`src/hw/rtl/srec_pkg.sv`:
```
// ----------------------------------------------------------------------------
// S-record encoder package
// Word types, character constants and lookup functions for the S2 line
// encoder.
// ----------------------------------------------------------------------------
`default_nettype none

package srec_pkg;

  // Depth of the line buffer and width of its fill counter (holds 0..16).
  localparam int unsigned StoreDepth = 16;
  localparam int unsigned FillW      = 5;
  localparam int unsigned AddrW      = 24;
  localparam int unsigned CharW      = 7;
  localparam int unsigned StopLen    = 13;

  // Bytes the count covers besides the data: three address bytes, checksum.
  localparam logic [FillW-1:0] CountExtra = 5'd4;

  localparam logic [CharW-1:0] CharS  = 7'h53;
  localparam logic [CharW-1:0] Char2  = 7'h32;
  localparam logic [CharW-1:0] CharNl = 7'h0A;

  localparam logic CmdData   = 1'b0;
  localparam logic CmdFinish = 1'b1;

  typedef struct packed {
    logic       cmd;
    logic [7:0] data_byte;
  } in_word_t;

  typedef struct packed {
    logic [CharW-1:0] out_char;
    logic             last_char;
  } out_word_t;

  // Upper-case ASCII hex digit for one nibble.
  function automatic logic [CharW-1:0] hex_char(input logic [3:0] nib);
    logic [CharW-1:0] ch;
    if (nib < 4'd10) begin
      ch = 7'h30 + {3'b000, nib};
    end else begin
      ch = 7'h37 + {3'b000, nib};
    end
    return ch;
  endfunction

  // Fixed S8 terminator text, one character per index.
  function automatic logic [CharW-1:0] stop_char(input logic [3:0] idx);
    logic [CharW-1:0] ch;
    case (idx)
      4'd0:    ch = CharS;
      4'd1:    ch = 7'h38;
      4'd2:    ch = 7'h30;
      4'd3:    ch = 7'h34;
      4'd10:   ch = 7'h46;
      4'd11:   ch = 7'h42;
      4'd12:   ch = CharNl;
      default: ch = 7'h30;
    endcase
    return ch;
  endfunction

endpackage

`default_nettype wire

```
`src/hw/rtl/srecord_s2_line_encoder.sv`:
```
// ----------------------------------------------------------------------------
// S2 S-record line encoder
// Collects raw bytes into lines and emits each line as upper-case S2 record
// text, one character per output word, followed by the S8 terminator on finish.
// ----------------------------------------------------------------------------
// Output: a word that fills a line or finishes a run starts the sequencer, and
//   its first character comes from the output register; a record of n bytes
//   is 13 + 2n characters. Words are taken only in idle, not while a record or
//   the terminator goes out, at one character a cycle while the sink is ready.
// Reset: asynchronous, active low; clears the sequencer, the fill count, the
//   run flag, the address and the load address register.
`default_nettype none

module srecord_s2_line_encoder #(
  parameter int unsigned LINE_BYTES = 16
) (
  input  wire                          clk_i,
  input  wire                          rst_ni,
  // Configuration: load address of the first record in a run.
  input  wire                          cfg_we_i,
  input  wire [srec_pkg::AddrW-1:0]    cfg_wdata_i,
  // Input word channel.
  input  wire                          in_valid_i,
  output logic                         in_ready_o,
  input  wire srec_pkg::in_word_t      in_data_i,
  // Output character channel.
  output logic                         out_valid_o,
  input  wire                          out_ready_i,
  output srec_pkg::out_word_t          out_data_o
);

  localparam int unsigned FillW = srec_pkg::FillW;
  localparam int unsigned AddrW = srec_pkg::AddrW;
  localparam logic [FillW-1:0] LineFull = FillW'(LINE_BYTES);
  localparam logic [3:0] StopLast = 4'(srec_pkg::StopLen - 1);

  // The sequencer walks the record: "S2", then every record byte as two hex
  // digits, then a newline, and on finish the fixed terminator.
  typedef enum logic [5:0] {
    ST_IDLE    = 6'b000001,
    ST_HDR_S   = 6'b000010,
    ST_HDR_2   = 6'b000100,
    ST_BYTE_HI = 6'b001000,
    ST_BYTE_LO = 6'b010000,
    ST_TERM    = 6'b100000
  } state_e;

  // The newline closes the record; it rides on ST_BYTE_LO of the checksum
  // byte via a separate flag to keep the state count small.
  state_e state_q, state_d;

  logic [AddrW-1:0] load_addr_q;
  logic [AddrW-1:0] next_addr_q, next_addr_d;
  logic [FillW-1:0] fill_q, fill_d;
  logic             run_open_q, run_open_d;
  logic             finish_q, finish_d;
  logic             newline_q, newline_d;
  logic [FillW-1:0] byte_idx_q, byte_idx_d;
  logic [3:0]       term_idx_q, term_idx_d;
  logic [7:0]       sum_q, sum_d;
  logic [7:0]       line_mem [srec_pkg::StoreDepth];
  logic [7:0]       mem_rd_q;

  logic                 out_valid_q, out_valid_d;
  srec_pkg::out_word_t  out_q, out_d;

  logic             in_acc;
  logic             step;
  logic [FillW-1:0] fill_inc;
  logic [FillW-1:0] last_idx;
  logic [FillW-1:0] rd_idx;
  logic             at_chk;
  logic [7:0]       cur_byte;

  assign in_ready_o  = (state_q == ST_IDLE);
  assign in_acc      = in_valid_i && in_ready_o;
  // The output register can take a new character when it is empty or its
  // current character leaves this cycle.
  assign step        = !out_valid_q || out_ready_i;
  assign out_valid_o = out_valid_q;
  assign out_data_o  = out_q;

  assign fill_inc = fill_q + 5'd1;
  assign last_idx = fill_q + srec_pkg::CountExtra;
  // The line buffer is read through a register at the next byte index, so the
  // stored byte is ready in that register when the walk reaches it.
  assign rd_idx   = byte_idx_d - srec_pkg::CountExtra;
  assign at_chk   = (byte_idx_q == last_idx);

  // Record byte selected by the byte index: count, address high to low,
  // the stored data, and finally the checksum.
  always_comb begin
    case (byte_idx_q)
      5'd0:    cur_byte = 8'(fill_q) + 8'(srec_pkg::CountExtra);
      5'd1:    cur_byte = next_addr_q[23:16];
      5'd2:    cur_byte = next_addr_q[15:8];
      5'd3:    cur_byte = next_addr_q[7:0];
      default: begin
        if (at_chk) begin
          cur_byte = ~sum_q;
        end else begin
          cur_byte = mem_rd_q;
        end
      end
    endcase
  end

  always_comb begin
    state_d     = state_q;
    next_addr_d = next_addr_q;
    fill_d      = fill_q;
    run_open_d  = run_open_q;
    finish_d    = finish_q;
    newline_d   = newline_q;
    byte_idx_d  = byte_idx_q;
    term_idx_d  = term_idx_q;
    sum_d       = sum_q;
    out_d       = out_q;
    out_valid_d = out_valid_q;

    if (out_ready_i) begin
      out_valid_d = 1'b0;
    end

    case (state_q)
      ST_IDLE: begin
        if (in_acc) begin
          byte_idx_d = '0;
          term_idx_d = '0;
          sum_d      = '0;
          newline_d  = 1'b0;
          finish_d   = (in_data_i.cmd == srec_pkg::CmdFinish);
          if (in_data_i.cmd == srec_pkg::CmdData) begin
            // The first byte of a run picks up the configured load address.
            if (!run_open_q) begin
              next_addr_d = load_addr_q;
              run_open_d  = 1'b1;
            end
            fill_d = fill_inc;
            if (fill_inc >= LineFull) begin
              state_d = ST_HDR_S;
            end
          end else begin
            if (fill_q != '0) begin
              state_d = ST_HDR_S;
            end else begin
              state_d = ST_TERM;
            end
          end
        end
      end
      ST_HDR_S: begin
        if (step) begin
          out_valid_d        = 1'b1;
          out_d.out_char     = srec_pkg::CharS;
          out_d.last_char    = 1'b0;
          state_d            = ST_HDR_2;
        end
      end
      ST_HDR_2: begin
        if (step) begin
          out_valid_d        = 1'b1;
          out_d.out_char     = srec_pkg::Char2;
          out_d.last_char    = 1'b0;
          state_d            = ST_BYTE_HI;
        end
      end
      ST_BYTE_HI: begin
        if (step) begin
          out_valid_d     = 1'b1;
          out_d.out_char  = srec_pkg::hex_char(cur_byte[7:4]);
          out_d.last_char = 1'b0;
          // Every byte but the checksum itself enters the running sum.
          if (!at_chk) begin
            sum_d = sum_q + cur_byte;
          end
          state_d = ST_BYTE_LO;
        end
      end
      ST_BYTE_LO: begin
        if (step) begin
          out_valid_d = 1'b1;
          if (newline_q) begin
            // Record complete: a data record ends the output here, a finish
            // goes on with the terminator.
            out_d.out_char  = srec_pkg::CharNl;
            out_d.last_char = !finish_q;
            next_addr_d     = next_addr_q + AddrW'(fill_q);
            fill_d          = '0;
            newline_d       = 1'b0;
            state_d         = finish_q ? ST_TERM : ST_IDLE;
          end else begin
            out_d.out_char  = srec_pkg::hex_char(cur_byte[3:0]);
            out_d.last_char = 1'b0;
            if (at_chk) begin
              newline_d = 1'b1;
            end else begin
              byte_idx_d = byte_idx_q + 5'd1;
              state_d    = ST_BYTE_HI;
            end
          end
        end
      end
      ST_TERM: begin
        if (step) begin
          out_valid_d     = 1'b1;
          out_d.out_char  = srec_pkg::stop_char(term_idx_q);
          out_d.last_char = (term_idx_q == StopLast);
          term_idx_d      = term_idx_q + 4'd1;
          if (term_idx_q == StopLast) begin
            run_open_d = 1'b0;
            state_d    = ST_IDLE;
          end
        end
      end
      default: begin
        state_d = ST_IDLE;
      end
    endcase
  end

  always_ff @(posedge clk_i or negedge rst_ni) begin
    if (!rst_ni) begin
      state_q     <= ST_IDLE;
      load_addr_q <= '0;
      next_addr_q <= '0;
      fill_q      <= '0;
      run_open_q  <= 1'b0;
      finish_q    <= 1'b0;
      newline_q   <= 1'b0;
      byte_idx_q  <= '0;
      term_idx_q  <= '0;
      sum_q       <= '0;
      out_valid_q <= 1'b0;
    end else begin
      state_q     <= state_d;
      next_addr_q <= next_addr_d;
      fill_q      <= fill_d;
      run_open_q  <= run_open_d;
      finish_q    <= finish_d;
      newline_q   <= newline_d;
      byte_idx_q  <= byte_idx_d;
      term_idx_q  <= term_idx_d;
      sum_q       <= sum_d;
      out_valid_q <= out_valid_d;
      if (cfg_we_i) begin
        load_addr_q <= cfg_wdata_i;
      end
    end
  end

  // Payload registers: output character, the line buffer and its read data.
  always_ff @(posedge clk_i) begin
    out_q    <= out_d;
    mem_rd_q <= line_mem[rd_idx[3:0]];
    if (in_acc && (in_data_i.cmd == srec_pkg::CmdData) && !fill_q[FillW-1]) begin
      line_mem[fill_q[3:0]] <= in_data_i.data_byte;
    end
  end

  // The line never holds more bytes than a full record.
  a_fill_bound: assert property (@(posedge clk_i) disable iff (!rst_ni)
    fill_q <= LineFull)
    else $error("line fill count exceeds line length");

  // A finish on an empty line goes straight to the terminator.
  a_empty_finish: assert property (@(posedge clk_i) disable iff (!rst_ni)
    (in_acc && in_data_i.cmd == srec_pkg::CmdFinish && fill_q == '0)
      |=> state_q == ST_TERM)
    else $error("empty finish did not start the terminator");

  // The byte walk never runs past the checksum.
  a_idx_bound: assert property (@(posedge clk_i) disable iff (!rst_ni)
    (state_q == ST_BYTE_HI || state_q == ST_BYTE_LO) |-> byte_idx_q <= last_idx)
    else $error("record byte index past checksum");

  // The end of the terminator closes the run.
  a_run_close: assert property (@(posedge clk_i) disable iff (!rst_ni)
    (state_q == ST_TERM && step && term_idx_q == StopLast)
      |=> (!run_open_q && fill_q == '0))
    else $error("run not closed after terminator");

endmodule

`default_nettype wire

```
`config.mk`:
```
export PLATFORM = sky130hd
export DESIGN_NAME = srecord_s2_line_encoder
export DESIGN_NICKNAME = d
export VERILOG_FILES = /design/src/hw/rtl/srec_pkg.sv /design/src/hw/rtl/srecord_s2_line_encoder.sv
export SDC_FILE = /design/constraint.sdc
export NUM_CORES = 1
export LEC_CHECK = 0
export ABC_AREA = 1
export BUFFER_PORTS_ARGS = -buffer_cell sky130_fd_sc_hd__buf_4
export CAP_MARGIN = 40
export CORE_MARGIN = 3
export CORE_UTILIZATION = 44
export DETAILED_ROUTE_END_ITERATION = 7
export HOLD_SLACK_MARGIN = 0.05
export SYNTH_ARGS = -nofsm -noshare
export SYNTH_HDL_FRONTEND = slang
export SYNTH_SLANG_ARGS = --single-unit
```
`constraint.sdc`:
```
create_clock -name clk_i -period 2.95 [get_ports clk_i]
set_input_delay 0.4425 -clock clk_i [delete_from_list [all_inputs] [get_ports clk_i]]
set_output_delay 0.4425 -clock clk_i [all_outputs]
set_load 0.05 [all_outputs]
```
==> results of run 1 <==
## final timing paths
check,from,end,depth (start not counted)
min reg2reg,load_addr_q[9],load_addr_q[9],1
max reg2reg,byte_idx_q[2],sum_q[7],23
max,byte_idx_q[2],sum_q[7],23
min in group asynchronous,rst_ni,term_idx_q[0],3
min,cfg_wdata_i[6],load_addr_q[6],3
max in group asynchronous,rst_ni,sum_q[7],3
## metal layers
layer	part of all wire	GRT usage	vias up
met1	0.44	0.295	4447
met4	0.029	0.0561	0
met3	0.057	0.0279	56
li1	-	-	4715
met2	0.47	0.351	277
met5	0	0	-
## what timing repair did
action / in CTS / in global routing
buffers inserted: 1 / 13
hold buffers: 1 / 0
endpoints found under the hold margin: 79 / 0
pin swaps: 1 / 27
resized for setup: 5 / 35
setup endpoints to repair: 2 / 33
## synthesized netlist by cell type, types with 13 or more instances
master / count
nand3_1: 190
dfrtp_1: 79
a21oi_1: 43
o21ai_0: 76
buf_2: 19
nor3_1: 16
nand2_1: 272
inv_1: 229
nand4_1: 21
o22ai_1: 16
nand3b_1: 26
edfxtp_1: 136
nor2_1: 55
ha_1: 30
o211ai_1: 13
## worst min-delay path, stage by stage
cell	delay (ns)
buf_4	0.08
nand2_1	0.04
o21ai_0	0.05
## flip-flops by register name, indices dropped and copies added, names as in the netlist
signal,cells
line_mem,128
load_addr_q,24
next_addr_q,24
mem_rd_q,8
out_data_o,8
sum_q,8
state_q,6
byte_idx_q,5
fill_q,5
term_idx_q,4
finish_q,1
newline_q,1
out_valid_o,1
run_open_q,1
## power groups by stage
stage	combinational [mW]	clock (mW)	sequential [mW]
after floorplan	2.91	0	4.14
after global placement	4.32	0	4.12
after detailed placement	4.35	0	4.12
after CTS	4.41	3.19	4.07
after global routing	5.09	3.30	4.12
final	4.54	3.11	4.09
## cells by family (layout without fill, tap and decap cells)
group                    count (synthesis)  in the layout  synth area share
multiplexers                            11             11            0.0104
AO/OA/AOI/OAI                          174            174            0.0832
adder cells (fa/ha/maj)                 32             32            0.0350
XOR/XNOR                                11             11           0.00811
buffers and inverters                  285            408            0.0988
flip-flops                             224            224             0.526
AND/OR/NAND/NOR                        612            612             0.239
## final cells by class
type / instances / area [sq um] / area share
Inverter: 240 / 913 / 0.0652
Tap cell: 335 / 419 / 0.0299
Clock inverter: 6 / 93.8 / 0.00670
Sequential cell: 224 / 6250 / 0.447
Clock buffer: 39 / 728 / 0.0520
Multi-Input combinational cell: 840 / 4620 / 0.330
Timing Repair Buffer: 123 / 971 / 0.0694
==> metrics.txt, run 1 <==
outcome complete, but fails checks; violated checks setup timing; commonest non-fill, non-tap cell in the layout nand2_1; hold_ws 0.110 ns; # diodes 0; Overflow after GRT 0; design area 0.0140 sq mm; Gate Count Post-Synth 1,349; gpl congestion 0.911; dpl ws -0.0492 ns; Finished Core Util 0.533; Net Switching 4.51 mW; startpoint type of the worst setup path register; Detail Placement HPWL 21,200 microns; reg2reg setup slack -0.02 ns; CTS Buffer Depth 3; filler cell count 2,476; Antenna Violating Nets Remaining 0; vias in the first global route 9,068; CTS sink count 224; most frequent cells in the layout 266 x nand2_1, 220 x inv_1, 189 x nand3_1; worst-path cell chain inv_2, nand2_1, nor2_4, nand2_4, nand2_2, nor3_4, a21oi_1, nand2_1, nand2_1, inv_2, ha_4, a21oi_2, nand2_1, nand2_1, nand2_1, a21oi_2, or2_4, nand2_2, nand2_1, nand2_1, nand3_1, nand2_1, o21bai_1; Slew @ Worst Pin 0.726 ns; Initial Util 0.452; cell mode on critical path nand2_1; Layout Nets 1,524; htree depth 1; Final Power 11.7 mW; Post-synth EDFFs 136; vias per std cell 5.25; FFs w/ async S/R, synth 0.357; max-cap violations 0; largest cells by area after synthesis edfxtp_1 34%, dfrtp_1 17%, nand2_1 8.6%; max_slew headroom 0.516; total CTS buffers 25; DRT Wirelength 30,600 microns; f_max 0.337 GHz; Static Leakage 6.27 nW; die area 0.0290 sq mm; Reg power frac 0.348; Logic pwr share 0.387; row cnt 59; Fin. Hold Viols 0; Crit path buffers/inverters 2; CTS tree built; share of cells above drive strength 1 0.165; Synth Register Bits 224; CP max stage delay 0.42 ns; Global Route Usage Sum 0.211; Final period util 1.01; Area Growth Syn to Fin 17.8%; Critical Path Fanout Max 8; Sw Share 0.384; post-synth top area cell edfxtp_1; post-synthesis cell area 0.0119 sq mm; Ys Warns 0; Hold Crit Class input pin to register; sequential cell area fraction in the yosys report 0.526; top-area cell type share of the netlist area 0.344; cell family with most CP delay simple AND/OR/NAND/NOR gates; placed cells 1,747; RSZ-0062 raised after global routing yes; global-route wire length before repair 49,000 microns; Synth Net Count 1,419; Final Non-Filler Cells 1,807; clock root cell clkbuf_16; final setup vio count 1; wire per inst 16.9 microns; pwr dens 839 mW/mm^2; Critical Path RT 3.40 ns; Remaining DRCs 0; Critical Path AT 3.42 ns; setup TNS -0.0213 ns; fin worst setup slack -0.0213 ns; worst skew pair latency 0.54 ns; Initial DRC Count 779; Slew Limit Fails 0; Avg Cell Area, Syn 8.81 sq um; Crit Path Class register to register; die height 170 microns; drt first pass iters 6; Horiz. Die Dim 170 microns; Clock power frac 0.265; Port Buffers 47; ys flop type edfxtp_1; num ports 48; maximum number of pins on one net before global-route repair 81; slowest CP cell dfrtp_1; Fin Clk Skew 0.0129 ns; Core ar. 0.0263 sq mm; min Tclk post-route 2.97 ns; Clock transition at path regs 0.06 ns; peak supply drop 506 uV; distinct cell type count after synthesis 51; initial antenna violation count 0; DR vias 9,495; placed cell areas 0.0129 sq mm; CP Capture Type register; Int Pwr 7.23 mW
Power figures use the tool's default switching activity.
==> run 2: changes to the inputs <==
- ABC_AREA: 1 -> default
==> metrics.txt, run 2 <==
Clock transition at path regs 0.06 ns (about the same); # diodes 0 (unchanged); maximum number of pins on one net before global-route repair 60 (-26%); worst skew pair latency 0.54 ns (about the same); Port Buffers 47 (unchanged); max_slew headroom 0.519 (+0.00330); die height 171 microns (+0.50%); startpoint type of the worst setup path register; CTS Buffer Depth 3 (unchanged); max FFs per register 128 (unchanged); final setup vio count 3 (+2); Synth Net Count 1,199 (-16%); clock root cell clkbuf_16; Fin. Hold Viols 0 (unchanged); Net Switching 3.95 mW (-13%); Crit Path Class register to register; wire per inst 21.8 microns (+29%); total CTS buffers 25 (unchanged); peak supply drop 467 uV (-7.7%); Avg Cell Area, Syn 10.6 sq um (+21%); post-synthesis cell area 0.0120 sq mm (+1.1%); Ys Warns 0 (unchanged); gpl congestion 0.881 (-3.3%); DR vias 9,992 (+5.2%); Final period util 1.05 (+0.0426); vias per std cell 6.22 (+18%); fin worst setup slack -0.147 ns (-0.126 ns); pwr dens 739 mW/mm^2 (-12%); Critical Path AT 3.52 ns (+0.10 ns); Post-synth EDFFs 136 (unchanged); num ports 48 (unchanged); Critical Path Fanout Max 4 (-4); Area Growth Syn to Fin 24.8%; Hold Crit Class input pin to register; Synth Register Bits 224 (unchanged); Antenna Violating Nets Remaining 0 (unchanged); share of cells above drive strength 1 0.278 (+0.112); Critical Path RT 3.37 ns (-0.03 ns); htree depth 1 (unchanged); Detail Placement HPWL 23,000 microns (+8.3%); DRT Wirelength 35,000 microns (+14%); Global Route Usage Sum 0.235 (+0.0238); most frequent cells in the layout 161 x buf_4, 136 x edfxtp_1, 107 x nand2_1; Clock power frac 0.278 (+0.013); top-area cell type share of the netlist area 0.340 (-0.00358); vias in the first global route 9,703 (+7.0%); Int Pwr 7.13 mW (-1.4%); drt first pass iters 5 (-1); outcome complete, but fails checks; Slew @ Worst Pin 0.721 ns (-0.00486 ns); distinct cell type count after synthesis 73 (+43%); Overflow after GRT 0 (unchanged); CP Capture Type register; Sw Share 0.357 (-0.0280); Layout Nets 1,323 (-13%); Reg power frac 0.371 (+0.023); CTS sink count 224 (unchanged); reg2reg setup slack -0.15 ns (-0.13 ns); initial antenna violation count 0 (unchanged); largest cells by area after synthesis edfxtp_1 34%, dfrtp_1 16%, nand4_1 5.3%; violated checks setup timing; Finished Core Util 0.567 (+0.0345); RSZ-0062 raised after global routing yes; Core ar. 0.0264 sq mm (+0.56%); simple-gate area share of the yosys netlist 0.185 (-0.0539); die area 0.0293 sq mm (+1.0%); min Tclk post-route 3.10 ns (+0.126 ns); hold_ws 0.131 ns (+0.0216 ns); Logic pwr share 0.351 (-0.036); Post-synth top cells 136 x edfxtp_1, 108 x nand2_1, 101 x nand4_1; Static Leakage 5.68 nW (-9.5%); Slew Limit Fails 0 (unchanged); FFs w/ async S/R, synth 0.357 (unchanged); Final Power 11.1 mW (-5.7%); XOR/XNOR Fraction of Synth Area 0.0139 (+0.00575); Initial Util 0.454 (+0.00221); post-synth top area cell edfxtp_1; Gate Count Post-Synth 1,129 (-16%); CTS tree built; max-cap violations 0 (unchanged); Remaining DRCs 0 (unchanged); multiplexer share of the synthesized area 0.0494 (+0.0390); Initial DRC Count 963 (+24%); main combinational cell family by area after synthesis simple AND/OR/NAND/NOR gates; global-route wire length before repair 54,500 microns (+11%); f_max 0.323 GHz (-4.1%); Horiz. Die Dim 171 microns (+0.50%); row cnt 59 (unchanged); commonest non-fill, non-tap cell in the layout buf_4; most common cell in the netlist edfxtp_1; post-synthesis adder-cell area fraction 0.0346 (-0.000364); setup TNS -0.428 ns (-0.407 ns); Synth Area in Compound Gates 0.160 (+0.0770); ys flop type edfxtp_1; sequential cell area fraction in the yosys report 0.520 (-0.00548); Fin Clk Skew 0.0148 ns (+0.00186 ns)
==> run 2: cell count changes in the layout (fill, tap and decap cells not counted), sizes merged, moves of 39 or more <==
cell | before | now
nand3 | 194 | 74
o211ai | 13 | 64
nand4 | 22 | 101
nand2 | 278 | 108
inv | 241 | 26
buf | 122 | 183
o21ai | 83 | 37
mux2 | 11 | 50
==> run 2: power groups by stage <==
stage / Combinational, mW / Clock, mW / Sequential (mW)
floorplan: 2.16 / 0 / 4.16
global placement: 3.53 / 0 / 4.15
detailed placement: 3.59 / 0 / 4.15
CTS: 3.80 / 3.12 / 4.10
global route: 4.26 / 3.26 / 4.15
finish: 3.89 / 3.07 / 4.11
==> run 2: per-layer routing <==
layer  up-vias  track usage  wire, microns
met4         0       0.0675            967
met2       352        0.388          16700
met3        65       0.0372           2240
met1      4938        0.325          15100
met5         -            0              0
li1       4637            -              -
==> run 2: final timing paths <==
path	start	end	depth (start not counted)
min reg2reg	load_addr_q[5]	load_addr_q[5]	1
max in group asynchronous	rst_ni	load_addr_q[8]	3
max	fill_q[2]	sum_q[6]	16
min	cfg_wdata_i[2]	load_addr_q[2]	2
max reg2reg	fill_q[2]	sum_q[6]	16
min in group asynchronous	rst_ni	term_idx_q[3]	2
==> run 2: per-stage QoR <==
stage               setup slack (ns)  cells  instance area [sq um]
floorplan                     -0.396   1129                  12200
global placement              -0.210   1539                  13600
detailed placement            -0.307   1539                  13600
CTS                           -0.116   1603                  14700
global route                  -0.331   1607                  15000
finish                        -0.147   1607                  15000
==> run 2: cells by family after synthesis <==
logic type                 count (synthesis)
buffers and inverters                    113
AOI/OAI and AO/OA                        267
adders and majority gates                 32
muxes                                     53
DFF                                      224
xor gates and xnor gates                  19
and+or+nand+nor                          421
==> run 2: repair_timing <==
action,CTS,global route
endpoints found under the hold margin,31,0
pin swaps,23,31
hold buffers,1,0
cloned,2,0
buffers inserted,18,9
resized for setup,26,46
endpoints found under the setup margin,17,20
==> run 2: area by class of cell <==
type | count | area (sq um)
multi-input cells | 792 | 5820
clock buffers | 29 | 651
fillers | 2262 | 11400
clock inverters | 17 | 148
well taps | 335 | 419
flip-flops and latches | 224 | 6250
inverters | 26 | 110
repair buffers | 184 | 1590
==> run 2: critical path: stages (launching register included) <==
cell and delay, ns:
dfrtp_2 0.43, inv_2 0.08, ha_4 0.22, xnor2_4 0.15
nand4_1 0.18, o21ai_1 0.17, o21ai_1 0.10, a21oi_2 0.17
inv_1 0.07, ha_2 0.19, fa_2 0.34, a21o_1 0.16
a21o_1 0.16, a21o_1 0.17, a21oi_2 0.13, xnor2_1 0.08
a22o_1 0.17
